## config.mk

```make
export PLATFORM = sky130hd
export DESIGN_NAME = touch_coordinate_mapper
export DESIGN_NICKNAME = d
export VERILOG_FILES = /design/src/rtl/tcm_pkg.sv /design/src/rtl/touch_coordinate_mapper.sv
export SDC_FILE = /design/constraint.sdc
export NUM_CORES = 2
export LEC_CHECK = 0
export BUFFER_PORTS_ARGS = -buffer_cell sky130_fd_sc_hd__clkbuf_2
export CORE_ASPECT_RATIO = 1.4
export CORE_UTILIZATION = 45
export CTS_BUF_LIST = sky130_fd_sc_hd__clkbuf_8
export DETAILED_ROUTE_END_ITERATION = 8
export PLACE_DENSITY = 0.59
export SLEW_MARGIN = 20
export SYNTH_ARGS = -nofsm -noshare
export SYNTH_HDL_FRONTEND = slang
export SYNTH_SLANG_ARGS = --single-unit
```

## constraint.sdc

```tcl
create_clock -name clk -period 27.5 [get_ports clk]
set_clock_uncertainty 0.1 [all_clocks]
set_input_delay 2.75 -clock clk [delete_from_list [all_inputs] [get_ports clk]]
set_output_delay 2.75 -clock clk [all_outputs]
set_load 0.01 [all_outputs]
```

## src/rtl/tcm_pkg.sv

```systemverilog
// Shared constants and types for the touch coordinate mapper.
package tcm_pkg;

    localparam int PORTRAIT_WIDTH  = 1072;
    localparam int PORTRAIT_HEIGHT = 1448;

    localparam int RAW_W   = 16;
    localparam int COORD_W = 11;
    localparam int CFG_W   = 16;
    localparam int CFG_IDX_W = 3;

    localparam int EXT_MAX = (PORTRAIT_WIDTH > PORTRAIT_HEIGHT) ? PORTRAIT_WIDTH
                                                                : PORTRAIT_HEIGHT;
    localparam int QW      = $clog2(EXT_MAX);
    localparam int PROD_W  = RAW_W + QW;

    localparam logic [QW-1:0] WIDTH_M1  = QW'(PORTRAIT_WIDTH - 1);
    localparam logic [QW-1:0] HEIGHT_M1 = QW'(PORTRAIT_HEIGHT - 1);

    typedef enum logic [CFG_IDX_W-1:0] {
        REG_X_RAW_MIN = 3'd0,
        REG_X_RAW_MAX = 3'd1,
        REG_Y_RAW_MIN = 3'd2,
        REG_Y_RAW_MAX = 3'd3,
        REG_SWAP_AXES = 3'd4,
        REG_INVERT_X  = 3'd5,
        REG_INVERT_Y  = 3'd6,
        REG_ROTATION  = 3'd7
    } cfg_reg_t;

    typedef enum logic [1:0] {
        ROT_PORTRAIT = 2'd0,
        ROT_CW       = 2'd1,
        ROT_INVERTED = 2'd2,
        ROT_CCW      = 2'd3
    } rot_t;

endpackage

```

## src/rtl/touch_coordinate_mapper.sv

```systemverilog
// Touch coordinate mapper: clamp, scale, swap, invert and rotate raw touch samples.
//
// Usage:
//   Slave stream s_*: one beat per raw sample, tdata = {raw_y, raw_x}.
//   Master stream m_*: one beat per mapped point, tdata = {screen_y, screen_x},
//   tuser = mapped_ok. Every input beat gives exactly one output beat.
//   Configuration: cfg_wr_en with cfg_index / cfg_data writes one register in
//   the cycle it is high; write only while no beat is in flight.
// Pipeline: one clamp stage, one multiply stage, one restoring-divide stage per
//   quotient bit, one invert/rotate stage that is also the output register.
// Throughput: one beat per cycle while the output is not stalled; the divider is
//   fully pipelined, one quotient bit per stage for each axis.
// Reset: all stages empty, calibration back to 0..4095 on both axes, no swap,
//   no inversion, portrait rotation.
// Stall: while m_tready is low and a beat waits, the whole pipeline holds and
//   s_tready drops; nothing is dropped or repeated. Bubbles are filled
//   as long as the output register is free.
module touch_coordinate_mapper
    import tcm_pkg::*;
(
    input  logic                 clk,
    input  logic                 rst_n,

    input  logic                 s_tvalid,
    output logic                 s_tready,
    input  logic [31:0]          s_tdata,   // [15:0] raw_x, [31:16] raw_y

    output logic                 m_tvalid,
    input  logic                 m_tready,
    output logic [23:0]          m_tdata,   // [10:0] screen_x, [21:11] screen_y, [23:22] zero
    output logic [0:0]           m_tuser,   // [0] mapped_ok

    input  logic                 cfg_wr_en,
    input  logic [CFG_IDX_W-1:0] cfg_index,
    input  logic [CFG_W-1:0]     cfg_data
);

    // Configuration registers
    logic [RAW_W-1:0] x_min_reg, x_max_reg, y_min_reg, y_max_reg;
    logic             swap_reg, inv_x_reg, inv_y_reg;
    logic [1:0]       rot_reg;

    always_ff @(posedge clk or negedge rst_n)
    begin
        if (!rst_n)
        begin
            x_min_reg <= '0;
            x_max_reg <= RAW_W'(4095);
            y_min_reg <= '0;
            y_max_reg <= RAW_W'(4095);
            swap_reg  <= 1'b0;
            inv_x_reg <= 1'b0;
            inv_y_reg <= 1'b0;
            rot_reg   <= ROT_PORTRAIT;
        end
        else if (cfg_wr_en)
        begin
            unique case (cfg_reg_t'(cfg_index))
                REG_X_RAW_MIN: x_min_reg <= cfg_data[RAW_W-1:0];
                REG_X_RAW_MAX: x_max_reg <= cfg_data[RAW_W-1:0];
                REG_Y_RAW_MIN: y_min_reg <= cfg_data[RAW_W-1:0];
                REG_Y_RAW_MAX: y_max_reg <= cfg_data[RAW_W-1:0];
                REG_SWAP_AXES: swap_reg  <= cfg_data[0];
                REG_INVERT_X:  inv_x_reg <= cfg_data[0];
                REG_INVERT_Y:  inv_y_reg <= cfg_data[0];
                REG_ROTATION:  rot_reg   <= cfg_data[1:0];
                default: ;
            endcase
        end
    end

    logic advance;
    logic out_valid_reg;

    assign advance  = !out_valid_reg || m_tready;
    assign s_tready = advance;

    // Stage 1: swap, clamp, offset. Axis 0 is portrait X, axis 1 portrait Y.
    logic             s1_valid_reg, s1_valid_next;
    logic             s1_ok_reg, s1_ok_next;
    logic [RAW_W-1:0] s1_diff_reg [2];
    logic [RAW_W-1:0] s1_diff_next [2];
    logic [RAW_W-1:0] s1_den_reg [2];
    logic [RAW_W-1:0] s1_den_next [2];

    logic [RAW_W-1:0] raw_x, raw_y;
    logic [RAW_W-1:0] ax_val [2];
    logic [RAW_W-1:0] ax_lo [2];
    logic [RAW_W-1:0] ax_hi [2];
    logic [RAW_W-1:0] ax_clamp [2];

    assign raw_x = s_tdata[RAW_W-1:0];
    assign raw_y = s_tdata[2*RAW_W-1:RAW_W];

    always_comb
    begin
        ax_val[0] = swap_reg ? raw_y     : raw_x;
        ax_lo[0]  = swap_reg ? y_min_reg : x_min_reg;
        ax_hi[0]  = swap_reg ? y_max_reg : x_max_reg;
        ax_val[1] = swap_reg ? raw_x     : raw_y;
        ax_lo[1]  = swap_reg ? x_min_reg : y_min_reg;
        ax_hi[1]  = swap_reg ? x_max_reg : y_max_reg;
        for (int j = 0; j < 2; j++)
        begin
            if (ax_val[j] < ax_lo[j])
                ax_clamp[j] = ax_lo[j];
            else if (ax_val[j] > ax_hi[j])
                ax_clamp[j] = ax_hi[j];
            else
                ax_clamp[j] = ax_val[j];
            s1_diff_next[j] = ax_clamp[j] - ax_lo[j];
            s1_den_next[j]  = ax_hi[j] - ax_lo[j];
        end
        s1_ok_next    = (x_max_reg > x_min_reg) && (y_max_reg > y_min_reg);
        s1_valid_next = s_tvalid;
    end

    // Stage 2 (divide stage 0): multiply by extent - 1
    // Divide stage k holds the item after k quotient bits.
    logic              dv_valid_reg [QW+1];
    logic              dv_valid_next [QW+1];
    logic              dv_ok_reg [QW+1];
    logic              dv_ok_next [QW+1];
    logic [PROD_W-1:0] dv_num_reg [QW+1][2];
    logic [PROD_W-1:0] dv_num_next [QW+1][2];
    logic [RAW_W-1:0]  dv_rem_reg [QW+1][2];
    logic [RAW_W-1:0]  dv_rem_next [QW+1][2];
    logic [RAW_W-1:0]  dv_den_reg [QW+1][2];
    logic [RAW_W-1:0]  dv_den_next [QW+1][2];
    logic [QW-1:0]     dv_quo_reg [QW+1][2];
    logic [QW-1:0]     dv_quo_next [QW+1][2];

    logic [QW-1:0]     ext_m1 [2];
    logic [PROD_W-1:0] prod [2];
    logic [RAW_W:0]    trial [QW][2];
    logic              ge [QW][2];

    always_comb
    begin
        ext_m1[0] = WIDTH_M1;
        ext_m1[1] = HEIGHT_M1;
        dv_valid_next[0] = s1_valid_reg;
        dv_ok_next[0]    = s1_ok_reg;
        for (int j = 0; j < 2; j++)
        begin
            prod[j] = PROD_W'(s1_diff_reg[j]) * PROD_W'(ext_m1[j]);
            dv_num_next[0][j] = prod[j];
            dv_rem_next[0][j] = prod[j][PROD_W-1:QW];
            dv_den_next[0][j] = s1_den_reg[j];
            dv_quo_next[0][j] = '0;
        end
        for (int k = 0; k < QW; k++)
        begin
            dv_valid_next[k+1] = dv_valid_reg[k];
            dv_ok_next[k+1]    = dv_ok_reg[k];
            for (int j = 0; j < 2; j++)
            begin
                trial[k][j] = {dv_rem_reg[k][j], dv_num_reg[k][j][QW-1-k]};
                ge[k][j]    = trial[k][j] >= {1'b0, dv_den_reg[k][j]};
                dv_rem_next[k+1][j] = ge[k][j]
                                    ? RAW_W'(trial[k][j] - {1'b0, dv_den_reg[k][j]})
                                    : trial[k][j][RAW_W-1:0];
                dv_quo_next[k+1][j] = QW'({dv_quo_reg[k][j], ge[k][j]});
                dv_num_next[k+1][j] = dv_num_reg[k][j];
                dv_den_next[k+1][j] = dv_den_reg[k][j];
            end
        end
    end

    // Output stage: invert, rotate, mask
    logic               out_valid_next;
    logic               out_ok_reg, out_ok_next;
    logic [COORD_W-1:0] out_x_reg, out_x_next;
    logic [COORD_W-1:0] out_y_reg, out_y_next;
    logic [QW-1:0]      px, py, sx, sy;

    always_comb
    begin
        px = dv_quo_reg[QW][0];
        py = dv_quo_reg[QW][1];
        if (inv_x_reg)
            px = WIDTH_M1 - px;
        if (inv_y_reg)
            py = HEIGHT_M1 - py;
        unique case (rot_t'(rot_reg))
            ROT_PORTRAIT:
            begin
                sx = px;
                sy = py;
            end
            ROT_CW:
            begin
                sx = HEIGHT_M1 - py;
                sy = px;
            end
            ROT_INVERTED:
            begin
                sx = WIDTH_M1 - px;
                sy = HEIGHT_M1 - py;
            end
            default:
            begin
                sx = py;
                sy = WIDTH_M1 - px;
            end
        endcase
        out_valid_next = dv_valid_reg[QW];
        out_ok_next    = dv_ok_reg[QW];
        out_x_next     = dv_ok_reg[QW] ? COORD_W'(sx) : '0;
        out_y_next     = dv_ok_reg[QW] ? COORD_W'(sy) : '0;
    end

    // Control: valid bits
    always_ff @(posedge clk or negedge rst_n)
    begin
        if (!rst_n)
        begin
            s1_valid_reg  <= 1'b0;
            out_valid_reg <= 1'b0;
            for (int k = 0; k <= QW; k++)
                dv_valid_reg[k] <= 1'b0;
        end
        else if (advance)
        begin
            s1_valid_reg  <= s1_valid_next;
            out_valid_reg <= out_valid_next;
            for (int k = 0; k <= QW; k++)
                dv_valid_reg[k] <= dv_valid_next[k];
        end
    end

    // Payload: hold on stall
    always_ff @(posedge clk)
    begin
        if (advance)
        begin
            s1_ok_reg  <= s1_ok_next;
            out_ok_reg <= out_ok_next;
            out_x_reg  <= out_x_next;
            out_y_reg  <= out_y_next;
            for (int j = 0; j < 2; j++)
            begin
                s1_diff_reg[j] <= s1_diff_next[j];
                s1_den_reg[j]  <= s1_den_next[j];
            end
            for (int k = 0; k <= QW; k++)
            begin
                dv_ok_reg[k] <= dv_ok_next[k];
                for (int j = 0; j < 2; j++)
                begin
                    dv_num_reg[k][j] <= dv_num_next[k][j];
                    dv_rem_reg[k][j] <= dv_rem_next[k][j];
                    dv_den_reg[k][j] <= dv_den_next[k][j];
                    dv_quo_reg[k][j] <= dv_quo_next[k][j];
                end
            end
        end
    end

    assign m_tvalid = out_valid_reg;
    assign m_tdata  = {2'b00, out_y_reg, out_x_reg};
    assign m_tuser  = out_ok_reg;

endmodule

```

# Word level (Yosys, flattened, before mapping)
# Memories as Yosys holds them, arrays and structs flattened.
# Cells that the tools add are included.
# W data, S select, Z words.
# word_totals
register_bits	107
latchBits	0
ram_bits	1756
romBits	0
inputBits	56
output_inout_bits	27
n_memories	7
# op_classes
add_sub_neg	30
multipliers	2
div	0
n_lt_le_gt_ge	28
eq_ne	9
shifts	0
muxes	38
n_bitwise	0
n_reduce_logical	13
# mem_list
memory	words	width	read_ports	rd_clocked_by_memory_dff	write_ports	line	text
dv_num_reg	12	54	11	0	12	touch_coordinate_mapper.sv:124	logic [PROD_W-1:0] dv_num_reg [QW+1][2];
dv_den_reg	12	32	11	0	12	touch_coordinate_mapper.sv:128	logic [RAW_W-1:0] dv_den_reg [QW+1][2];
dv_rem_reg	12	32	11	0	12	touch_coordinate_mapper.sv:126	logic [RAW_W-1:0] dv_rem_reg [QW+1][2];
dv_quo_reg	12	22	12	0	12	touch_coordinate_mapper.sv:130	logic [QW-1:0] dv_quo_reg [QW+1][2];
s1_den_reg	2	16	2	0	2	touch_coordinate_mapper.sv:83	logic [RAW_W-1:0] s1_den_reg [2];
s1_diff_reg	2	16	2	0	2	touch_coordinate_mapper.sv:81	logic [RAW_W-1:0] s1_diff_reg [2];
+1 memories	n/a	n/a	n/a	n/a	n/a	n/a	
# ops
op	n
$mux W16	32
$sub A16 B16 Y16	26
$ge A17 B16 Y1	22
$pmux W11 S3	2
$gt A16 B16 Y1	4
$mul A16 B11 Y27 const B	2
$sub A11 B11 Y11 const A	4
$lt A16 B16 Y1	2
$mux W11	2
$reduce_and A2 Y1	8
$eq A3 B3 Y1 const B	4
$eq A3 B2 Y1 const B	2
$eq A3 B1 Y1 const B	1
$logic_not A3 Y1	1
$eq A2 B1 Y1 const B	1
$eq A2 B2 Y1 const B	1
$logic_not A2 Y1	1
$mux W1	2
$logic_and A1 B1 Y1	1
$logic_not A1 Y1	1
$logic_or A1 B1 Y1	1

# Longest topological paths before layout
# depth
ltp_word	5
mapped_depth	25

# Worst setup path before layout
# OpenSTA, ideal clock, no wires.
# synth_timing
path_kind	input-to-output
from	input m_tready
to	output s_tready
arrival_ps	23714
required_ps	24650
path_slack_ps	936
path_stages	4
path_buffers	2
cell_sequence	nor2b_1 > clkbuf_1 > clkbuf_1 > inv_1
# synth_via
elab_chain_cells	1
# synth_lines
element	line	text
from (decl)	touch_coordinate_mapper.sv:29	input logic m_tready,
$logic_or A1 B1 Y1	touch_coordinate_mapper.sv:75	assign advance = !out_valid_reg || m_tready;
to (decl)	touch_coordinate_mapper.sv:25	output logic s_tready,
# Every way passes these cells.

==> key figures <==
Outcome
  • Outcome: finished, final reports clean

Worst setup path
  • CP Max Fanout: 17
  • R2r worst-path depth: 20
  • Worst Setup Path Type: in -> reg
  • Critical path, cell by cell: clkbuf_2 -> mux2_2 -> ha_1 -> a211oi_1 -> o21bai_1 -> a221oi_1 -> nor2_1 -> o22ai_2 -> mux2_2 -> nor2_1 -> a21oi_1 -> ha_1 -> nor2b_1 -> o21ai_0 -> a21boi_0 -> o41ai_1 -> o21ai_0 -> or2_2 -> a31oi_1 -> xnor2_1
  • Register-to-register setup slack: 20250 ps
  • Critical Path RT: between 20000 and 30000 ps
  • Crit path largest cell delay: 750 ps
  • Element type at the critical path end: flop
  • CP Launch Type: input port
  • Critical Path AT: roughly 7900 ps
  • Critical path's slowest cell: o22ai_2
  • R2R Path End: s1_diff_reg[0][14]
  • RR Startpoint: swap_reg

Route
  • Vias: roughly 44000
  • DR WL/cell: 17.3 um
  • Pre-antenna DRT Iters: 5
  • Final WL: approximately 140000 um
  • DRC Markers: 0
  • Via density: ~5.3
  • Drt initial violations: 1800
  • Post-route ant nets: 0

Hold path
  • WHS Endpoint: dv_quo_reg[1][2]
  • Hold depth: 0
  • Hold_sp: dv_quo_reg[0][67]
  • Hold Crit Class: reg -> reg

Yosys
  • Library cells used by synthesis: 90
  • Avg Cell Area, Syn: between 10 and 15 um^2
  • Async SR Flop Fraction: under 10%
  • Post-synth top flop: edfxtp_1
  • Synth area leaders: edfxtp_1 (46%), ha_1 (12%), mux2_2 (5.6%)
  • Syn Inst Count: ~5900
  • Yosys warnings: 0
  • Synthesized area: between 60000 and 70000 um^2
  • Synth Register Bits: between 1000 and 1500
  • Share of the synthesized area in the top cell type: between 40% and 50%
  • Post-synth EDFFs: between 1000 and 1500
  • Leading area contributor after synthesis: edfxtp_1
  • Fraction of the yosys area taken by sequential cells: 49.1%

Clock tree
  • CTS tree: done
  • Clock Sinks: around 1200
  • Clk buf depth: 3
  • Post-CTS Setup Bufs: 0
  • Skew-Pair Late Insertion Delay: roughly 900 ps
  • Cts bufs inserted: 180
  • Cts repair resizes: 0
  • Cts hold-fix bufs: 0
  • Clk slew on worst S/H paths: approximately 60 ps
  • Root Buffer: clkbuf_8
  • H-tree Lvls: 4

STA
  • Fin. Hold Viols: 0
  • Slew of the pin with the lowest slew margin: 1080 ps
  • Fin. max-slew vios: 0
  • Final TNS setup: 0 ps
  • Max_slew headroom: about 26%
  • Final period utilization: between 20% and 30%
  • Final setup fails: 0
  • Worst hold slack: slightly above 300 ps
  • Post-route minimum period: roughly 7300 ps
  • F_max: around 0.14 GHz
  • RSZ-0062 raised after global routing: false

Finish
  • FILL cells: 13700
  • Most frequent cells in the layout: edfxtp_1 (1068), inv_1 (826), ha_1 (680), a21oi_1 (395), nor2_1 (365)
  • Area grow syn2layout: 9.04%
  • Commonest non-fill, non-tap cell in the layout: edfxtp_1
  • Layout cells sized above 1: 12.6%
  • Nets: approximately 7000
  • Max FFs per register: 352

Global routing
  • Largest net degree at the start of global routing: ~210
  • Initial antenna violation count: 11
  • First-pass GRT wire length: roughly 230000 um
  • Vias in the first global route: ~46000
  • Total grt overflow: 0
  • GRT Util Overall: between 10% and 20%

Die
  • Die footprint: 156000 um^2
  • Cell Rows: 170
  • IO Pins: slightly above 80
  • Starting density of the core: 45.4%
  • Die Width: about 330 um
  • Core Region: around 150000 um^2
  • Chip height: 467 um

Job
  • Max-Cap Viols: 0

Place
  • IO buf count: 80
  • DP HPWL: about 110000 um
  • Gpl congestion: approximately 0.89
layer usage:
| metal | global-route usage (%) | wire [um] | vias to the layer above | part of all wire, % |
|---|---|---|---|---|
| met3 | 3.23 | 4490 | 336 | 3.1 |
| met1 | 18.3 | 53300 | 20900 | 37 |
| met2 | 36.8 | 79400 | 661 | 55 |
| met5 | 0 | 65 | - | 0.045 |
| met4 | 8.71 | 6310 | 10 | 4.4 |
| li1 | - | - | 21800 | - |
synthesized netlist by cell type, types with 59 or more instances:
master,number
edfxtp_1,1068
inv_1,769
ha_1,680
a21oi_1,395
nor2_1,366
mux2_2,347
xnor2_1,267
nand2_1,231
o21ai_0,217
fa_1,134
a21o_1,107
o21a_1,97
mux2i_1,90
nor3_1,84
xor2_1,83
nand3_1,72
nand4_1,72
nor2b_1,64
dfrtp_1,59
metrics by stage:
stage,worst slack [ps],area (um^2),utilization [%],cells
4_1_cts,20290,75900,49.5,8310
3_3_place_gp,19380,72500,47.3,7985
5_1_grt,19790,75900,49.5,8314
2_1_floorplan,936,69600,-,5895
3_5_place_dp,19310,72500,47.3,7985
6_report,20180,75900,49.5,8316
worst max path at each step:
stage,startpoint,to,slack [ps]
detailed placement,s_tdata[25],s1_diff_reg[0][14],19310
floorplan,m_tready,s_tready,940
CTS,swap_reg,s1_diff_reg[0][14],20290
global route,swap_reg,s1_diff_reg[0][14],19790
global placement,s_tdata[25],s1_diff_reg[0][14],19380
finish,s_tdata[25],s1_diff_reg[0][14],20180
worst max-delay path: cells and delay by family:
family          cells  cell delay, ps
compound gates     10            2850
xor+xnor            1              80
fa+ha+maj           2             700
buf+inv             1              80
mux                 2             740
simple gates        4             690
layout make-up:
cell class	count	area [um^2]	share of cell area [%]
timing repair buffer	112	693	0.913
inverter	769	2890	3.81
tap	2064	2580	3.40
antenna	6	15.0	0.0198
multi-input combinational	3889	32200	42.4
sequential	1151	34200	45.0
clock inverter	140	798	1.05
clock buffer	185	2550	3.36
cells by family after synthesis:
family,synth area share (%)
compound gates,10.9
xor+xnor,4.40
fa+ha+maj,16.1
buf+inv,4.72
flops,49.1
mux,7.06
other cells,0.00539
simple gates,7.75
Power is not shown: default switching activity piles up to over one toggle a cycle in this logic, so the estimate is an artifact.
